--- config.mk ---
export PLATFORM = sky130hd
export DESIGN_NAME = julia_escape_time_fixed
export DESIGN_NICKNAME = d
export VERILOG_FILES = /design/src/hdl/jet_pkg.sv /design/src/hdl/julia_escape_time_fixed.sv
export SDC_FILE = /design/constraint.sdc
export NUM_CORES = 2
export LEC_CHECK = 0
export BUFFER_PORTS_ARGS = -buffer_cell sky130_fd_sc_hd__buf_4
export CORE_ASPECT_RATIO = 0.7
export CORE_UTILIZATION = 55
export CTS_CLUSTER_SIZE = 8
export DETAILED_ROUTE_END_ITERATION = 8
export PLACE_DENSITY_LB_ADDON = 0.05
export SETUP_SLACK_MARGIN = 0.5
export SLEW_MARGIN = 20
export SYNTH_ARGS = -nofsm -noshare
export SYNTH_HDL_FRONTEND = slang
export SYNTH_SLANG_ARGS = --single-unit
--- constraint.sdc ---
create_clock -name i_clk -period 11.97 [get_ports i_clk]
set_clock_uncertainty 0.15 [all_clocks]
set_input_delay 2.394 -clock i_clk [delete_from_list [all_inputs] [get_ports i_clk]]
set_output_delay 2.394 -clock i_clk [all_outputs]
set_load 0.03 [all_outputs]
--- src/hdl/jet_pkg.sv ---
`timescale 1ns / 1ps
// ----------------------------------------------------------------------------
// jet_pkg
// Shared types, microcode and helpers of the Julia escape-time unit.
// ----------------------------------------------------------------------------
package jet_pkg;

    // data widths fixed by the field formats
    localparam int IN_W   = 32;   // coordinate and constant width
    localparam int ZW     = 33;   // signed width of z after the first pass
    localparam int MW     = 32;   // multiplier operand magnitude width
    localparam int PW     = 2 * MW;
    localparam int CNT_OW = 7;    // escape_count field width
    localparam int COL_W  = 8;    // pixel_color field width
    localparam int CFG_IW = 1;    // register index width

    // register indexes
    localparam logic [CFG_IW-1:0] REG_C_REAL = 1'b0;
    localparam logic [CFG_IW-1:0] REG_C_IMAG = 1'b1;

    // register reset values
    localparam logic [IN_W-1:0] C_REAL_RST = 32'hFC7AE148;  // -59055800
    localparam logic [IN_W-1:0] C_IMAG_RST = 32'h01083126;  //  17314086

    // color cap on the count
    localparam logic [7:0] COLOR_CAP = 8'd63;

    // microcode program counter
    localparam int UPC_W = 3;

    // step addresses
    localparam logic [UPC_W-1:0] UA_IDLE = 3'd0;
    localparam logic [UPC_W-1:0] UA_MRR  = 3'd1;
    localparam logic [UPC_W-1:0] UA_MII  = 3'd2;
    localparam logic [UPC_W-1:0] UA_MRI  = 3'd3;
    localparam logic [UPC_W-1:0] UA_ITER = 3'd4;
    localparam logic [UPC_W-1:0] UA_DONE = 3'd5;

    // multiplier operand selection
    localparam logic [1:0] MOP_NONE = 2'd0;
    localparam logic [1:0] MOP_RR   = 2'd1;
    localparam logic [1:0] MOP_II   = 2'd2;
    localparam logic [1:0] MOP_RI   = 2'd3;

    // product writeback
    localparam logic [1:0] WB_NONE = 2'd0;
    localparam logic [1:0] WB_SQRE = 2'd1;
    localparam logic [1:0] WB_SQIM = 2'd2;
    localparam logic [1:0] WB_ITER = 2'd3;

    // sequencer branch kind
    localparam logic [1:0] BR_NEXT     = 2'd0;
    localparam logic [1:0] BR_WAIT_IN  = 2'd1;
    localparam logic [1:0] BR_ITER     = 2'd2;
    localparam logic [1:0] BR_WAIT_OUT = 2'd3;

    typedef struct packed {
        logic [1:0]       mul_op;
        logic [1:0]       wb;
        logic [1:0]       br;
        logic [UPC_W-1:0] target;
    } t_ctrl;

    // control store
    function automatic t_ctrl ucode(input logic [UPC_W-1:0] addr);
        t_ctrl w;
        w = '0;
        unique case (addr)
            UA_IDLE: w = '{mul_op: MOP_NONE, wb: WB_NONE, br: BR_WAIT_IN,  target: UA_MRR};
            UA_MRR:  w = '{mul_op: MOP_RR,   wb: WB_NONE, br: BR_NEXT,     target: UA_IDLE};
            UA_MII:  w = '{mul_op: MOP_II,   wb: WB_SQRE, br: BR_NEXT,     target: UA_IDLE};
            UA_MRI:  w = '{mul_op: MOP_RI,   wb: WB_SQIM, br: BR_NEXT,     target: UA_IDLE};
            UA_ITER: w = '{mul_op: MOP_NONE, wb: WB_ITER, br: BR_ITER,     target: UA_MRR};
            UA_DONE: w = '{mul_op: MOP_NONE, wb: WB_NONE, br: BR_WAIT_OUT, target: UA_IDLE};
            default: w = '{mul_op: MOP_NONE, wb: WB_NONE, br: BR_NEXT,     target: UA_IDLE};
        endcase
        return w;
    endfunction

    // color byte from the full iteration count
    function automatic logic [COL_W-1:0] color_of(input logic [7:0] n);
        logic [5:0] m;
        m = (n > COLOR_CAP) ? COLOR_CAP[5:0] : n[5:0];
        return {m[5:3], 5'b0} + {3'b0, m[5:1]};
    endfunction

endpackage

--- src/hdl/julia_escape_time_fixed.sv ---
`timescale 1ns / 1ps
// ----------------------------------------------------------------------------
// julia_escape_time_fixed
// Escape-time count and color of one Julia-set point in signed fixed point.
// ----------------------------------------------------------------------------
// One input beat carries a start point z0; the unit iterates z = z^2 + c with
// c from two registers and returns one beat with the escape count and color.
// Each pass of the loop uses the single shared 32x32 multiplier, which forms
// re*re, im*im and re*im one after another, followed by a combined
// writeback, escape test and update step. A point makes count+1 passes if
// it escapes and MAX_ITER passes otherwise. The result sits in an output
// register, so the next point is taken while it waits to be read.
// The user writes c_real and c_imag only while the unit is idle; the unit
// itself does not enforce this.
module julia_escape_time_fixed #(
    parameter int FRAC_BITS = 26,
    parameter int MAX_ITER  = 64
) (
    input  logic                         i_clk,
    input  logic                         i_rst_n,
    // configuration write port
    input  logic                         i_cfg_we,
    input  logic [jet_pkg::CFG_IW-1:0]   i_cfg_idx,
    input  logic [jet_pkg::IN_W-1:0]     i_cfg_data,
    // input stream
    input  logic                         i_s_tvalid,
    output logic                         o_s_tready,
    input  logic [63:0]                  i_s_tdata,   // point_real[31:0], point_imag[63:32]
    // output stream
    output logic                         o_m_tvalid,
    input  logic                         i_m_tready,
    output logic [15:0]                  o_m_tdata    // escape_count[6:0], pixel_color[14:7]
);
    import jet_pkg::*;

    localparam int SQW = PW + 1 - FRAC_BITS;          // shifted product width
    localparam int CW  = $clog2(MAX_ITER + 1);        // iteration count width
    localparam logic [SQW:0]   FOUR     = (SQW+1)'(64'd4 << FRAC_BITS);
    localparam logic [CW-1:0]  CNT_LAST = CW'(MAX_ITER - 1);

    // configuration registers
    logic [IN_W-1:0] r_c_real, r_c_imag;

    // sequencer
    logic [UPC_W-1:0] r_pc, n_pc;
    t_ctrl            ctl;

    // datapath
    logic signed [ZW-1:0] r_re, r_im;
    logic [SQW-1:0]       r_sqre, r_sqim;
    logic [PW-1:0]        r_prod;
    logic                 r_prod_neg;
    logic [CW-1:0]        r_cnt;

    // output register
    logic        r_out_valid;
    logic [15:0] r_out_data;

    logic s_acc, out_free;
    logic [MW-1:0] mag_re, mag_im, mul_a, mul_b;
    logic          mul_neg;
    logic [SQW-1:0] prod_sq, prod_x;
    logic [SQW:0]   sum_sq;
    logic           escape, last;
    logic signed [ZW-1:0] cross_z, re_next, im_next, c_re_x, c_im_x;

    assign ctl      = ucode(r_pc);
    assign s_acc    = i_s_tvalid && o_s_tready;
    assign out_free = !r_out_valid || i_m_tready;

    assign o_s_tready = (r_pc == UA_IDLE);
    assign o_m_tvalid = r_out_valid;
    assign o_m_tdata  = r_out_data;

    // operand magnitudes
    assign mag_re = MW'(r_re[ZW-1] ? -r_re : r_re);
    assign mag_im = MW'(r_im[ZW-1] ? -r_im : r_im);

    // multiplier operand select
    always_comb begin
        mul_a   = mag_re;
        mul_b   = mag_re;
        mul_neg = 1'b0;
        unique case (ctl.mul_op)
            MOP_RR: begin
                mul_a = mag_re;
                mul_b = mag_re;
            end
            MOP_II: begin
                mul_a = mag_im;
                mul_b = mag_im;
            end
            MOP_RI: begin
                mul_a   = mag_re;
                mul_b   = mag_im;
                mul_neg = r_re[ZW-1] ^ r_im[ZW-1];
            end
            MOP_NONE: begin
                mul_a = mag_re;
                mul_b = mag_re;
            end
            default: ;
        endcase
    end

    // shifted products, truncated toward zero on the magnitude
    assign prod_sq = SQW'(r_prod >> FRAC_BITS);
    assign prod_x  = SQW'(r_prod >> (FRAC_BITS - 1));

    // escape test and next z
    assign sum_sq  = {1'b0, r_sqre} + {1'b0, r_sqim};
    assign escape  = sum_sq > FOUR;
    assign last    = (r_cnt == CNT_LAST);
    assign c_re_x  = {r_c_real[IN_W-1], r_c_real};
    assign c_im_x  = {r_c_imag[IN_W-1], r_c_imag};
    assign cross_z = r_prod_neg ? -$signed(ZW'(prod_x)) : $signed(ZW'(prod_x));
    assign re_next = $signed(ZW'(r_sqre)) - $signed(ZW'(r_sqim)) + c_re_x;
    assign im_next = cross_z + c_im_x;

    // next step address
    always_comb begin
        n_pc = r_pc;
        unique case (ctl.br)
            BR_NEXT:     n_pc = r_pc + 1'b1;
            BR_WAIT_IN:  n_pc = s_acc ? ctl.target : r_pc;
            BR_ITER:     n_pc = (escape || last) ? r_pc + 1'b1 : ctl.target;
            BR_WAIT_OUT: n_pc = out_free ? ctl.target : r_pc;
            default:     n_pc = UA_IDLE;
        endcase
    end

    // control registers
    always_ff @(posedge i_clk) begin
        if (!i_rst_n) begin
            r_pc        <= UA_IDLE;
            r_out_valid <= 1'b0;
            r_c_real    <= C_REAL_RST;
            r_c_imag    <= C_IMAG_RST;
        end else begin
            r_pc <= n_pc;
            if (ctl.br == BR_WAIT_OUT && out_free) begin
                r_out_valid <= 1'b1;
            end else if (i_m_tready) begin
                r_out_valid <= 1'b0;
            end
            if (i_cfg_we && i_cfg_idx == REG_C_REAL) begin
                r_c_real <= i_cfg_data;
            end
            if (i_cfg_we && i_cfg_idx == REG_C_IMAG) begin
                r_c_imag <= i_cfg_data;
            end
        end
    end

    // datapath registers
    always_ff @(posedge i_clk) begin
        // load a new point
        if (ctl.br == BR_WAIT_IN && s_acc) begin
            r_re  <= ZW'($signed(i_s_tdata[31:0]));
            r_im  <= ZW'($signed(i_s_tdata[63:32]));
            r_cnt <= '0;
        end
        // shared multiplier
        if (ctl.mul_op != MOP_NONE) begin
            r_prod     <= PW'(mul_a) * PW'(mul_b);
            r_prod_neg <= mul_neg;
        end
        // product writeback
        if (ctl.wb == WB_SQRE) begin
            r_sqre <= prod_sq;
        end
        if (ctl.wb == WB_SQIM) begin
            r_sqim <= prod_sq;
        end
        if (ctl.wb == WB_ITER && !escape) begin
            r_re  <= re_next;
            r_im  <= im_next;
            r_cnt <= r_cnt + 1'b1;
        end
        // result beat
        if (ctl.br == BR_WAIT_OUT && out_free) begin
            r_out_data <= {1'b0, color_of(8'(r_cnt)), CNT_OW'(r_cnt)};
        end
    end

endmodule

==> out/summary.md <==
Route
• **initial detailed-routing violation count** 4,467
• **residual antenna-violating net count after detailed routing** 0
• **total length of routed wires** 166,000 um
• **post-DR wirelength/cell** 24.2 um
• **drt drc** 0
• **total via count after detailed routing** 39,900
• **first-pass iteration count of the detailed router** 6
• **via density per instance** 5.83

Die
• **number of top-level design ports** 120
• **Die X-Extent** 364 um
• **die height** 256 um
• **area of the core** 90,500 um^2
• **area of the die** 93,100 um^2
• **num rows** 92
• **effective utilization at floorplan** 55.8%

Placed design
• **pre-CTS worst setup slack** 0.794 ns
• **post-DP HPWL** 135,000 um
• **Port Buf Inserts** 118
• **GP Congestion** 1.03
• **total instance count after detailed placement** 6,785

Synth
• **Synth Flop Type** sky130_fd_sc_hd__edfxtp_1
• **sequential fraction of the synthesis area** 14.6%
• **summed instance area of the synthesized netlist** 50,500 um^2
• **area leader, netlist** sky130_fd_sc_hd__fa_1
• **post-synthesis net count** 6,974
• **Mapped Cells** 5,570
• **Yosys reg bits** 269
• **fraction of post-synthesis cell area in the top cell type by area** 36.8%
• **Yosys warning count** 0
• **number of enable flip-flop cells after synthesis** 201
• **post-synthesis area per instance** 9.07 um^2
• **Distinct cells, synth** 81
• **most repeated cell in the gate-level netlist after synthesis** sky130_fd_sc_hd__inv_1
• **top cells by instance count after synthesis** 1,041 x sky130_fd_sc_hd__inv_1, 929 x sky130_fd_sc_hd__fa_1, 745 x sky130_fd_sc_hd__nand2_1
• **largest cells by area after synthesis** sky130_fd_sc_hd__fa_1 37%, sky130_fd_sc_hd__edfxtp_1 12%, sky130_fd_sc_hd__ha_1 9.2%, sky130_fd_sc_hd__inv_1 7.7%, sky130_fd_sc_hd__nand2_1 5.5%
• **Async S/R FF share, synth** 0%

STA
• **final critical-path setup slack** 0.866 ns
• **RSZ-0062 raised after global routing** true
• **Fin Setup TNS** 0 ns
• **maximum clock frequency** 0.0901 GHz
• **Hold Vio Cnt, Final** 0
• **worst slew slack as a fraction of its limit** 15.2%
• **post-route clock period utilization** 92.8%
• **actual slew at the worst max-slew pin** 1.27 ns
• **Tmin final** 11.10 ns
• **final-report setup violation count** 0
• **max-slew violation total from the final report** 0

Layout
• **Final Net Count** 7,010
• **share of post-route cells with drive strength above 1** 7.66%
• **post-synthesis to final-layout area growth** 7.06%
• **final standard cell utilization of the core** 59.8%
• **Final Non-Filler Cells** 6,841

Clock tree
• **clock network latency to the later pin of the worst-skew pair** 0.55 ns
• **Inserted Clock Buffers** 39
• **Clk Tree Root Cell** sky130_fd_sc_hd__clkbuf_16
• **clock net sink count** 269
• **Longest Clk Path Bufs** 3
• **TritonCTS clock tree** built
• **level count of the clock H-tree** 2
• **CTS hold repair buffers** 0
• **clock slew seen by the registers of the worst setup and hold paths** 0.05 ns

GRT
• **Congestion Overflow GR** 0
• **initial antenna violation count** 2
• **global-route usage over all layers** 35.9%
• **number of global-route vias before repair** 39,500
• **largest net degree at the start of global routing** 74
• **wire length of the first global-routing pass** 248,000 um

Setup path
• **Arrival @ worst endpoint** 11.25 ns
• **worst path required time** 12.11 ns
• **CP most frequent cell** sky130_fd_sc_hd__fa_1
• **worst stage delay on the critical path** 0.77 ns
• **critical path endpoint category** flop
• **kind of launch point of the worst setup path** flop
• **critical path class** reg -> reg
• **slowest stage cell on the critical path** sky130_fd_sc_hd__o21ai_1
• **maximum fanout count along the critical path** 8

Outcome
• **status** finished clean

Min path
• **Hold/Removal Path Class** reg -> reg

Run
• **Maximum Capacitance Violations** 0

==> kinds of logic after synthesis <==
| group | share of synthesized area, % |
|---|---|
| buffers and inverters | 9.62 |
| AO/OA/AOI/OAI | 8.43 |
| adder cells (fa/ha/maj) | 46.1 |
| XOR/XNOR | 3.45 |
| multiplexers | 3.39 |
| flip-flops | 14.6 |
| AND/OR/NAND/NOR | 14.4 |
| other | 0.00742 |
==> sequential cells by signal (all words and copies together), names as in the netlist <==
name,count
o_m_tdata,12
r_prod,39
r_re,33
r_sqre,38
r_sqim,38
r_im,33
r_cnt,7
r_prod_neg,1
r_c_real,32
o_m_tvalid,1
r_c_imag,32
r_pc,3
==> area by class of cell <==
| class | instances | area [um^2] |
|---|---|---|
| Clock inverter | 4 | 57.6 |
| Timing Repair Buffer | 227 | 1710 |
| Antenna cell | 2 | 5.00 |
| Fill cell | 8208 | 36400 |
| Multi-Input combinational cell | 4026 | 38500 |
| Clock buffer | 48 | 1010 |
| Inverter | 1043 | 3920 |
| Sequential cell | 269 | 7400 |
| Tap cell | 1222 | 1530 |
==> layer usage <==
| metal | part of all wire, % | wire length, um | global-route usage, % | vias up |
|---|---|---|---|---|
| met5 | 0.090 | 149 | 0 | - |
| met4 | 3.1 | 5120 | 8.64 | 4 |
| met3 | 13 | 21000 | 11.0 | 307 |
| li1 | - | - | - | 17500 |
| met1 | 44 | 72300 | 54.5 | 20000 |
| met2 | 40 | 67000 | 49.8 | 2107 |
==> critical path, delay by kind of cell (launching register included) <==
family	cells	cell delay (ns)
DFF	1	0.44
and+or+nand+nor	13	3.44
xor gates and xnor gates	2	0.31
adders and majority gates	9	4.60
buffers and inverters	3	0.28
AOI/OAI and AO/OA	5	1.62
==> metrics by stage <==
stage	hold slack (ns)	cell area, um^2
2_1_floorplan	0.271	50500
3_3_place_gp	0.280	52900
3_5_place_dp	0.282	52900
4_1_cts	0.292	54000
5_1_grt	0.310	54100
6_report	0.290	54100
==> timing repair <==
item                                    CTS  global route
buffers inserted                          0             1
resized for setup                         0             9
endpoints found under the setup margin    0            14
==> path summary, 6_finish.rpt <==
| check | cells after the start | slack (ns) | to | start |
|---|---|---|---|---|
| worst max-delay path | 32 | 0.87 | r_prod[52]$_DFFE_PP_ | r_im[5]$_DFFE_PP_ |
| worst min-delay path | 0 | 0.29 | r_sqim[34]$_DFFE_PN_ | r_prod[60]$_DFFE_PP_ |
| worst max register to register | 32 | 0.87 | r_prod[52]$_DFFE_PP_ | r_im[5]$_DFFE_PP_ |
| worst min register to register | 0 | 0.29 | r_sqim[34]$_DFFE_PN_ | r_prod[60]$_DFFE_PP_ |
==> placed cells by master, fill, tap and decap left out, types with 16 or more instances in the layout <==
master,count
sky130_fd_sc_hd__dfxtp_1,68
sky130_fd_sc_hd__fa_1,929
sky130_fd_sc_hd__mux2_4,49
sky130_fd_sc_hd__and2_1,33
sky130_fd_sc_hd__a31oi_1,17
sky130_fd_sc_hd__ha_1,373
sky130_fd_sc_hd__a211oi_1,16
sky130_fd_sc_hd__mux2_2,41
sky130_fd_sc_hd__a21o_1,71
sky130_fd_sc_hd__a21oi_1,155
sky130_fd_sc_hd__edfxtp_1,201
sky130_fd_sc_hd__buf_4,226
sky130_fd_sc_hd__xnor2_1,124
sky130_fd_sc_hd__a21boi_0,51
sky130_fd_sc_hd__o21ai_0,112
sky130_fd_sc_hd__o31ai_1,30
sky130_fd_sc_hd__and3_1,22
sky130_fd_sc_hd__o41ai_1,17
sky130_fd_sc_hd__mux2i_1,37
sky130_fd_sc_hd__clkbuf_16,39
sky130_fd_sc_hd__o211ai_1,30
sky130_fd_sc_hd__nor2_1,698
sky130_fd_sc_hd__nand2_1,739
sky130_fd_sc_hd__nand3_1,41
sky130_fd_sc_hd__o21a_1,32
sky130_fd_sc_hd__nor3_1,28
sky130_fd_sc_hd__nand2b_1,35
sky130_fd_sc_hd__nand4_1,26
sky130_fd_sc_hd__nor2b_1,29
sky130_fd_sc_hd__inv_1,1041
sky130_fd_sc_hd__xor2_1,75
Power is not shown: default switching activity piles up to over one toggle a cycle in this logic, so the estimate is an artifact.
